$ cat src/hw/rtl/mfm_pkg.sv
// Package with shared constants, codes and types of the MFM sector decoder.
package mfm_pkg;

    localparam int SECTORS_PER_TRACK = 11;
    localparam int WORDS_PER_SECTOR  = 128;
    localparam int TRACK_COUNT       = 160;
    localparam int HDR_LONGS         = 14;

    localparam logic [31:0] DATA_MASK = 32'h55555555;
    localparam logic [31:0] PREAMBLE  = 32'h2AAAAAAA;
    localparam logic [31:0] SYNC_LONG = 32'h44894489;

    localparam logic [7:0] REG_CURRENT_TRACK = 8'd0;
    localparam logic [7:0] REG_FORMAT_BYTE   = 8'd1;

    typedef enum logic [1:0] {
        ST_DATA   = 2'd0,
        ST_GOOD   = 2'd1,
        ST_BAD    = 2'd2,
        ST_REJECT = 2'd3
    } status_t;

    typedef struct packed {
        logic       hit;
        logic [3:0] offset;
    } sync_hit_t;

    function automatic logic [31:0] join_halves(input logic [31:0] odd, input logic [31:0] even);
        join_halves = ((odd & DATA_MASK) << 1) | (even & DATA_MASK);
    endfunction

endpackage

$ cat src/hw/rtl/mfm_if.sv
// Handshake interfaces for the raw word, result and configuration channels.
interface mfm_in_if;
    logic        valid;
    logic        ready;
    logic [15:0] mfm_word;
    logic        restart;
    modport source (output valid, mfm_word, restart, input ready);
    modport sink   (input valid, mfm_word, restart, output ready);
endinterface

interface mfm_out_if;
    logic        valid;
    logic        ready;
    logic [31:0] data_word;
    logic [3:0]  sector;
    logic [6:0]  word_index;
    logic [3:0]  gap_order;
    logic [1:0]  status;
    logic        last;
    modport source (output valid, data_word, sector, word_index, gap_order, status, last,
                    input ready);
    modport sink   (input valid, data_word, sector, word_index, gap_order, status, last,
                    output ready);
endinterface

interface mfm_cfg_if;
    logic       valid;
    logic       ready;
    logic [7:0] index;
    logic [7:0] data;
    modport source (output valid, index, data, input ready);
    modport sink   (input valid, index, data, output ready);
endinterface

$ cat src/hw/rtl/mfm_sync_search.sv
// Sync search over all sixteen bit offsets of the word history.
module mfm_sync_search (
    input  logic [63:0]        history,
    input  logic [15:0]        word,
    output mfm_pkg::sync_hit_t result
);

    logic [79:0] cat;
    logic [63:0] win;

    assign cat = {history, word};

    // Scan from the top offset down so the lowest matching offset wins.
    always_comb
    begin
        result = '0;
        win    = '0;
        for (int s = 15; s >= 0; s--)
        begin
            win = cat[(16 - s) +: 64];
            if (win[62:32] == mfm_pkg::PREAMBLE[30:0] && win[31:0] == mfm_pkg::SYNC_LONG)
            begin
                result.hit    = 1'b1;
                result.offset = 4'(s);
            end
        end
    end

endmodule

$ cat src/hw/rtl/mfm_sector_decoder.sv
// Top level of the MFM sector decoder: alignment, header checks, data decode.
//
//  channel  dir  payload
//  words    in   mfm_word[15:0], restart
//  results  out  data_word, sector, word_index, gap_order, status, last
//  cfg      in   index[7:0], data[7:0] (always ready)
//
// One raw word is taken every cycle while words.ready is high; each word
// is decoded in the cycle it is accepted and its result is then registered.
// The output register decouples the sides: words stay ready while the held
// result is being taken in the same cycle or when no result is held.
// The odd-half store is a 128-entry memory, read ahead of its use.
// Reset clears all control state at once; no clearing pass is needed.
module mfm_sector_decoder (
    input  logic          clk,
    input  logic          rst_n,
    mfm_in_if.sink        words,
    mfm_out_if.source     results,
    mfm_cfg_if.sink       cfg
);

    localparam int W = mfm_pkg::WORDS_PER_SECTOR;

    logic [7:0]  current_track_reg, format_byte_reg;
    logic [15:0] previous_word_reg;
    logic [63:0] history_reg;
    logic        locked_reg;
    logic [3:0]  offset_reg;
    logic [9:0]  wp_reg;
    logic [15:0] partial_reg;
    logic [31:0] id_reg, hxor_reg, hchk_reg, dchk_reg, dxor_reg;
    logic [31:0] odd_store [W];
    logic [31:0] rd_reg;

    logic        res_valid_reg;
    logic [31:0] res_data_reg;
    logic [3:0]  res_sector_reg, res_gap_reg;
    logic [6:0]  res_index_reg;
    logic [1:0]  res_status_reg;
    logic        res_last_reg;

    logic        accept;
    logic [63:0] hist_e;
    logic        locked_e;
    logic [9:0]  wp_e;
    mfm_pkg::sync_hit_t hit;
    logic [31:0] cat32;
    logic [15:0] aligned;
    logic [31:0] raw;
    logic [8:0]  idx;
    logic [8:0]  di;
    logic [31:0] rhc_full;
    logic [31:0] dxor_fin;
    logic        hdr_ok;
    logic        fin;

    logic        locked_next;
    logic [3:0]  offset_next;
    logic [9:0]  wp_next;
    logic [15:0] partial_next;
    logic [31:0] id_next, hxor_next, hchk_next, dchk_next, dxor_next;
    logic        emit;
    logic [31:0] e_data;
    logic [3:0]  e_sector, e_gap;
    logic [6:0]  e_index;
    mfm_pkg::status_t e_status;
    logic        e_last;
    logic        mem_we, mem_re;

    assign words.ready   = !res_valid_reg || results.ready;
    assign accept        = words.valid && words.ready;
    assign cfg.ready     = 1'b1;

    assign hist_e   = words.restart ? 64'd0 : history_reg;
    assign locked_e = words.restart ? 1'b0 : locked_reg;
    assign wp_e     = words.restart ? 10'd0 : wp_reg;

    mfm_sync_search u_search (
        .history (hist_e),
        .word    (words.mfm_word),
        .result  (hit)
    );

    assign cat32    = {previous_word_reg, words.mfm_word} >> (5'd16 - {1'b0, offset_reg});
    assign aligned  = cat32[15:0];
    assign raw      = {partial_reg, aligned};
    assign idx      = wp_e[9:1];
    assign di       = idx - 9'(mfm_pkg::HDR_LONGS + W);
    assign rhc_full = mfm_pkg::join_halves(hchk_reg, raw);
    assign dxor_fin = dxor_reg ^ raw;
    assign fin      = (di == 9'(W - 1));

    assign hdr_ok = (id_reg[31:24] == format_byte_reg)
                 && ({1'b0, id_reg[23:16]} < 9'(mfm_pkg::TRACK_COUNT))
                 && (id_reg[15:8] < 8'(mfm_pkg::SECTORS_PER_TRACK))
                 && (id_reg[7:0] >= 8'd1)
                 && (id_reg[7:0] <= 8'(mfm_pkg::SECTORS_PER_TRACK))
                 && ((hxor_reg & mfm_pkg::DATA_MASK) == rhc_full)
                 && (id_reg[23:16] == current_track_reg);

    always_comb
    begin
        locked_next  = locked_e;
        offset_next  = offset_reg;
        wp_next      = wp_e;
        partial_next = partial_reg;
        id_next      = id_reg;
        hxor_next    = hxor_reg;
        hchk_next    = hchk_reg;
        dchk_next    = dchk_reg;
        dxor_next    = dxor_reg;
        emit         = 1'b0;
        e_data       = '0;
        e_sector     = '0;
        e_index      = '0;
        e_gap        = '0;
        e_status     = mfm_pkg::ST_DATA;
        e_last       = 1'b0;
        mem_we       = 1'b0;
        mem_re       = 1'b0;
        if (!locked_e)
        begin
            if (hit.hit)
            begin
                locked_next = 1'b1;
                offset_next = hit.offset;
                wp_next     = '0;
            end
        end
        else if (!wp_e[0])
        begin
            partial_next = aligned;
            wp_next      = wp_e + 10'd1;
            mem_re       = 1'b1;
        end
        else
        begin
            wp_next = wp_e + 10'd1;
            if (idx == 9'd0)
            begin
                id_next   = raw;
                hxor_next = raw;
            end
            else if (idx == 9'd1)
            begin
                hxor_next = hxor_reg ^ raw;
                id_next   = mfm_pkg::join_halves(id_reg, raw);
            end
            else if (idx < 9'd10)
            begin
                hxor_next = hxor_reg ^ raw;
            end
            else if (idx == 9'd10)
            begin
                hchk_next = raw;
            end
            else if (idx == 9'd11)
            begin
                hchk_next = rhc_full;
                if (!hdr_ok)
                begin
                    emit        = 1'b1;
                    e_status    = mfm_pkg::ST_REJECT;
                    e_last      = 1'b1;
                    locked_next = 1'b0;
                end
            end
            else if (idx == 9'd12)
            begin
                dchk_next = raw;
            end
            else if (idx == 9'd13)
            begin
                dchk_next = mfm_pkg::join_halves(dchk_reg, raw);
                dxor_next = '0;
            end
            else if (idx < 9'(mfm_pkg::HDR_LONGS + W))
            begin
                mem_we    = 1'b1;
                dxor_next = dxor_fin;
            end
            else if (idx < 9'(mfm_pkg::HDR_LONGS + 2 * W))
            begin
                dxor_next = dxor_fin;
                emit      = 1'b1;
                e_data    = mfm_pkg::join_halves(rd_reg, raw);
                e_sector  = id_reg[11:8];
                e_index   = di[6:0];
                e_gap     = id_reg[3:0];
                if (fin)
                begin
                    e_last      = 1'b1;
                    locked_next = 1'b0;
                    e_status    = ((dxor_fin & mfm_pkg::DATA_MASK) == dchk_reg)
                                  ? mfm_pkg::ST_GOOD : mfm_pkg::ST_BAD;
                end
            end
            else
            begin
                locked_next = 1'b0;
            end
        end
    end

    // Odd halves are written in the odd phase; the matching entry is read on
    // the first word of each even-phase long, ahead of its use.
    always_ff @(posedge clk)
    begin
        if (accept && mem_we)
        begin
            odd_store[7'(idx - 9'(mfm_pkg::HDR_LONGS))] <= raw;
        end
        if (accept && mem_re)
        begin
            rd_reg <= odd_store[di[6:0]];
        end
    end

    always_ff @(posedge clk or negedge rst_n)
    begin
        if (!rst_n)
        begin
            current_track_reg <= '0;
            format_byte_reg   <= 8'hFF;
            previous_word_reg <= '0;
            history_reg       <= '0;
            locked_reg        <= 1'b0;
            offset_reg        <= '0;
            wp_reg            <= '0;
            partial_reg       <= '0;
            id_reg            <= '0;
            hxor_reg          <= '0;
            hchk_reg          <= '0;
            dchk_reg          <= '0;
            dxor_reg          <= '0;
            res_valid_reg     <= 1'b0;
        end
        else
        begin
            if (cfg.valid && cfg.index == mfm_pkg::REG_CURRENT_TRACK)
            begin
                current_track_reg <= cfg.data;
            end
            if (cfg.valid && cfg.index == mfm_pkg::REG_FORMAT_BYTE)
            begin
                format_byte_reg <= cfg.data;
            end
            if (accept)
            begin
                previous_word_reg <= words.mfm_word;
                history_reg       <= {hist_e[47:0], words.mfm_word};
                locked_reg        <= locked_next;
                offset_reg        <= offset_next;
                wp_reg            <= wp_next;
                partial_reg       <= partial_next;
                id_reg            <= id_next;
                hxor_reg          <= hxor_next;
                hchk_reg          <= hchk_next;
                dchk_reg          <= dchk_next;
                dxor_reg          <= dxor_next;
                res_valid_reg     <= emit;
            end
            else if (results.ready)
            begin
                res_valid_reg <= 1'b0;
            end
        end
    end

    always_ff @(posedge clk)
    begin
        if (accept && emit)
        begin
            res_data_reg   <= e_data;
            res_sector_reg <= e_sector;
            res_index_reg  <= e_index;
            res_gap_reg    <= e_gap;
            res_status_reg <= e_status;
            res_last_reg   <= e_last;
        end
    end

    assign results.valid      = res_valid_reg;
    assign results.data_word  = res_data_reg;
    assign results.sector     = res_sector_reg;
    assign results.word_index = res_index_reg;
    assign results.gap_order  = res_gap_reg;
    assign results.status     = res_status_reg;
    assign results.last       = res_last_reg;

    a_reject_is_last: assert property (@(posedge clk) disable iff (!rst_n)
        results.valid && results.status == mfm_pkg::ST_REJECT |-> results.last)
        else $error("header rejection without last");

    a_last_not_data: assert property (@(posedge clk) disable iff (!rst_n)
        results.valid && results.last |-> results.status != mfm_pkg::ST_DATA)
        else $error("last beat carries plain data status");

    a_reject_zero: assert property (@(posedge clk) disable iff (!rst_n)
        results.valid && results.status == mfm_pkg::ST_REJECT
        |-> results.data_word == 32'd0 && results.gap_order == 4'd0)
        else $error("rejection beat carries nonzero payload");

    a_unlock_after_last: assert property (@(posedge clk) disable iff (!rst_n)
        accept && emit && e_last |=> !locked_reg)
        else $error("still aligned after end of sector");

endmodule
$ cat src/flat_wrapper.sv
// flat-port wrapper written by rule: the top's interface ports become plain ports
module mfm_sector_decoder_flat 
  (clk, rst_n, words_valid, words_mfm_word, words_restart, words_ready, results_valid, results_data_word, results_sector, results_word_index, results_gap_order, results_status, results_last, results_ready, cfg_valid, cfg_index, cfg_data, cfg_ready);
  mfm_in_if words_i ();
  mfm_out_if results_i ();
  mfm_cfg_if cfg_i ();
  input  logic clk;
  input  logic rst_n;
  input wire logic [$bits(words_i.valid)-1:0] words_valid;
  input wire logic [$bits(words_i.mfm_word)-1:0] words_mfm_word;
  input wire logic [$bits(words_i.restart)-1:0] words_restart;
  output wire logic [$bits(words_i.ready)-1:0] words_ready;
  output wire logic [$bits(results_i.valid)-1:0] results_valid;
  output wire logic [$bits(results_i.data_word)-1:0] results_data_word;
  output wire logic [$bits(results_i.sector)-1:0] results_sector;
  output wire logic [$bits(results_i.word_index)-1:0] results_word_index;
  output wire logic [$bits(results_i.gap_order)-1:0] results_gap_order;
  output wire logic [$bits(results_i.status)-1:0] results_status;
  output wire logic [$bits(results_i.last)-1:0] results_last;
  input wire logic [$bits(results_i.ready)-1:0] results_ready;
  input wire logic [$bits(cfg_i.valid)-1:0] cfg_valid;
  input wire logic [$bits(cfg_i.index)-1:0] cfg_index;
  input wire logic [$bits(cfg_i.data)-1:0] cfg_data;
  output wire logic [$bits(cfg_i.ready)-1:0] cfg_ready;
  assign words_i.valid = words_valid;
  assign words_i.mfm_word = words_mfm_word;
  assign words_i.restart = words_restart;
  assign words_ready = words_i.ready;
  assign results_valid = results_i.valid;
  assign results_data_word = results_i.data_word;
  assign results_sector = results_i.sector;
  assign results_word_index = results_i.word_index;
  assign results_gap_order = results_i.gap_order;
  assign results_status = results_i.status;
  assign results_last = results_i.last;
  assign results_i.ready = results_ready;
  assign cfg_i.valid = cfg_valid;
  assign cfg_i.index = cfg_index;
  assign cfg_i.data = cfg_data;
  assign cfg_ready = cfg_i.ready;
  mfm_sector_decoder u_core (.clk(clk), .rst_n(rst_n), .words(words_i), .results(results_i), .cfg(cfg_i));
endmodule
$ cat config.mk
export PLATFORM = sky130hd
export DESIGN_NAME = mfm_sector_decoder_flat
export DESIGN_NICKNAME = d
export VERILOG_FILES = /design/src/hw/rtl/mfm_pkg.sv /design/src/hw/rtl/mfm_if.sv /design/src/hw/rtl/mfm_sync_search.sv /design/src/hw/rtl/mfm_sector_decoder.sv /design/src/flat_wrapper.sv
export SDC_FILE = /design/constraint.sdc
export NUM_CORES = 2
export LEC_CHECK = 0
export BUFFER_PORTS_ARGS = -buffer_cell sky130_fd_sc_hd__buf_4
export CORE_MARGIN = 2
export CORE_UTILIZATION = 51
export CTS_BUF_LIST = sky130_fd_sc_hd__clkbuf_2
export CTS_CLUSTER_SIZE = 8
export DETAILED_ROUTE_END_ITERATION = 12
export PLACE_DENSITY = 0.68
export SYNTH_ARGS = -nofsm -noshare
export SYNTH_HDL_FRONTEND = slang
export SYNTH_SLANG_ARGS = --single-unit
$ cat constraint.sdc
create_clock -name clk -period 12.65 [get_ports clk]
set_clock_uncertainty 0.2 [all_clocks]
set_input_delay 1.265 -clock clk [delete_from_list [all_inputs] [get_ports clk]]
set_output_delay 1.265 -clock clk [all_outputs]
set_load 0.01 [all_outputs]
==> summary.txt <==
Sequential element share of the synthesized area = 0.704
Max-Cap Viols = 0
CP startpoint = words_restart
CTS sink cnt = 2337
CTS tree = built
Total track usage = 0.279
Fillers = 15300
Detail Placement HPWL = 162 mm
Fmax = 0.161 GHz
PostCTS Resize Cnt = 0
Grt ovf = 0
Mapped Cells = 6829
Critical R2R Capture = u_core.odd_store[70][6]
Crit path max-delay family = simple AND/OR/NAND/NOR gates
Final count of hold timing violations = 0
Final wirelength = 279 mm
Reg2Reg Depth = 12
Hold Path Depth = 3
Share of layout cells above drive strength 1 = 0.191
WHS Endpoint = u_core.history_reg[14]
Width of the die = 443 µm
Slew HR = 0.0848
Final ANT Viol Nets = 0
DIE AREA = 0.196 mm²
Core area = 0.191 mm²
Proportion of synthesized area in mux cells = 0.0882
CTS clk-pin slew, worst paths = 0.11 ns
Largest net degree at the start of global routing = 195
Mapped Area = 0.0981 mm²
Vias per cell = 6.32
Hold slack = 0.218 ns
I/O Pins = 91
Synth Net Count = 6875
Worst Tran Pin Value = 1.36 ns
Fin crit period = 6.20 ns
Synth top area share = 0.647
Fraction of registers with async set/reset = 0.0954
Worst Hold Launch = words_mfm_word[14]
Seq cells post-synth = 2337
Clk root buf = clkbuf_2
Largest cells by area after synthesis = edfxtp_1 65%, mux2i_1 5.9%, dfrtp_1 5.5%
RSZ-0062 raised after global routing = no
Xor/xnor cell area share of the yosys netlist = 0.00556
Top cell by count, worst path = nor2_1
Port buffer count = 89
CTS H-Tree Depth = 6
LEAKAGE = 0.0360 µW
Fin nets = 7296
Synth area leader = edfxtp_1
Setup tns final = 0 ns
Startpoint Class = input port
Multi-input logic area = 0.0268 mm²
Worst EP arrival = 7.44 ns
Most common cell after layout, fill and taps aside = edfxtp_1
Max IR drop VDD = 0.0000957 V
Post-synthesis compound-gate area fraction = 0.102
Status = finished clean
Most frequent cells in the layout = 2114 x edfxtp_1, 878 x clkbuf_2, 616 x o21ai_0, 578 x mux2i_1, 466 x nand3_1
Initial Util = 0.515
Max Slew Vio Count = 0
Post-synth EDFFs = 2114
Yosys warning count = 0
Crit-path max FO = 113
Final Cycle Share = 0.490
DRT Pass-1 Iters = 7
Post-synth cell types = 88
Die Height = 443 µm
Simple-Gate Fraction of Synth Area = 0.0749
Crit path largest cell delay = 1.02 ns
Crit path buffers/inverters = 5
DR iter-0 viols = 9049
Largest family of logic cells by synthesized area = compound AO/OA/AOI/OAI gates
Syn avg cell area = 14.4 µm²
Latest clock arrival within the worst-skew pair = 1.91 ns
Worst path cell trace = dlygate4sd3_1 -> buf_4 -> inv_8 -> nand2_1 -> inv_1 -> ha_1 -> a2111oi_0 -> nor2_1 -> a21oi_1 -> nor2_1 -> or4_1 -> nor2_1 -> nand2_2 -> buf_4 -> nor2_1
First-pass GRT wire length = 406 mm
DRC = 0
Total CTS buffers = 599
Synth Area in Adders = 0.00102
Setup violators final = 0
Pwr Density = 137 mW/mm²
Vias in the first global route = 61800
Crit path capture type = flop
WL/cell = 27.4 µm
Initial antenna violation count = 14
Maximum buffer depth of the clock tree = 4
R2r setup slk = 6.62 ns
Max FFs per register = 2048
Vias = 64300
GP Congestion = 0.909
CP max stage cell = nor2_1
Row Count = 160
CP Class = input port to flop
Main flop type after synthesis = edfxtp_1
Worst path required time = 13.89 ns
Reg-to-Reg Start = u_core.wp_reg[2]
Area growth, synth to finish = 9.59%
Total power = 14700 µW
Tightest Hold Check Type = input port to flop
FF+latch area = 0.0691 mm²
-- cell usage after synthesis (71+ instances only) --
cell,count
mux4_2,89
edfxtp_1,2114
clkbuf_1,423
a21oi_1,251
nor2_1,342
mux2_2,71
o21ai_0,617
nand2_1,370
a22oi_1,190
buf_2,73
a221oi_1,227
dfrtp_1,215
mux2i_1,578
nand3_1,466
-- routing by layer --
| metal | global-route usage | wire length [µm] | vias up |
|---|---|---|---|
| met4 | 0.120 | 11300 | 2 |
| met1 | 0.381 | 109000 | 31800 |
| li1 | - | - | 28100 |
| met2 | 0.429 | 129000 | 3770 |
| met3 | 0.0685 | 30000 | 646 |
| met5 | 0 | 7 | - |
-- how the worst max path moves through the flow --
| stage | endpoint | slack (ns) | cells past startpoint |
|---|---|---|---|
| 2_1_floorplan | u_core.results.data_word[0] | 5.07 | 18 |
| 3_3_place_gp | u_core.odd_store[70][10] | 5.39 | 14 |
| 3_5_place_dp | u_core.odd_store[70][10] | 5.36 | 14 |
| 4_1_cts | u_core.odd_store[70][2] | 6.79 | 12 |
| 5_1_grt | u_core.odd_store[70][28] | 6.27 | 15 |
| 6_report | u_core.odd_store[70][6] | 6.45 | 15 |
-- where the power goes --
group          switching [µW]  internal (µW)  total [µW]
combinational             809            319        1130
clock                    2980           1970        4950
sequential                107           8550        8660
-- per-stage QoR --
| step | utilization | setup WS [ns] | cells | instance area, µm² |
|---|---|---|---|---|
| after floorplan | - | 5.07 | 6829 | 98100 |
| after global placement | 0.534 | 5.39 | 9093 | 102000 |
| after detailed placement | 0.534 | 5.36 | 9093 | 102000 |
| after CTS | 0.564 | 6.79 | 10200 | 107000 |
| after global routing | 0.564 | 6.27 | 10200 | 108000 |
| final | 0.564 | 6.45 | 10200 | 108000 |
-- layout make-up --
| type | instances | share of cell area |
|---|---|---|
| repair buffers | 383 | 0.0297 |
| diodes | 10 | 0.000233 |
| multi-input cells | 3895 | 0.250 |
| well taps | 2511 | 0.0292 |
| inverters | 34 | 0.00151 |
| flip-flops and latches | 2337 | 0.643 |
| clock inverters | 122 | 0.00618 |
| clock buffers | 878 | 0.0409 |
-- timing repair --
| action | CTS | global route |
|---|---|---|
| hold buffers | 67 | 0 |
| hold endpoints to repair | 194 | 0 |
| buffers inserted | 0 | 0 |
-- tightest hold or removal path: cells and delay by family --
family                 cells  cell delay (ns)
buffers and inverters      2             0.75
multiplexers               1             0.18
-- kinds of logic (layout without fill, tap and decap cells) --
group,after synthesis,count (layout)
flip-flops,2337,2337
AO/OA/AOI/OAI,1567,1567
AND/OR/NAND/NOR,1519,1519
multiplexers,744,744
buffers and inverters,597,1417
XOR/XNOR,56,56
adder cells (fa/ha/maj),8,8
other,1,11
(Power assumes the default switching activity.)
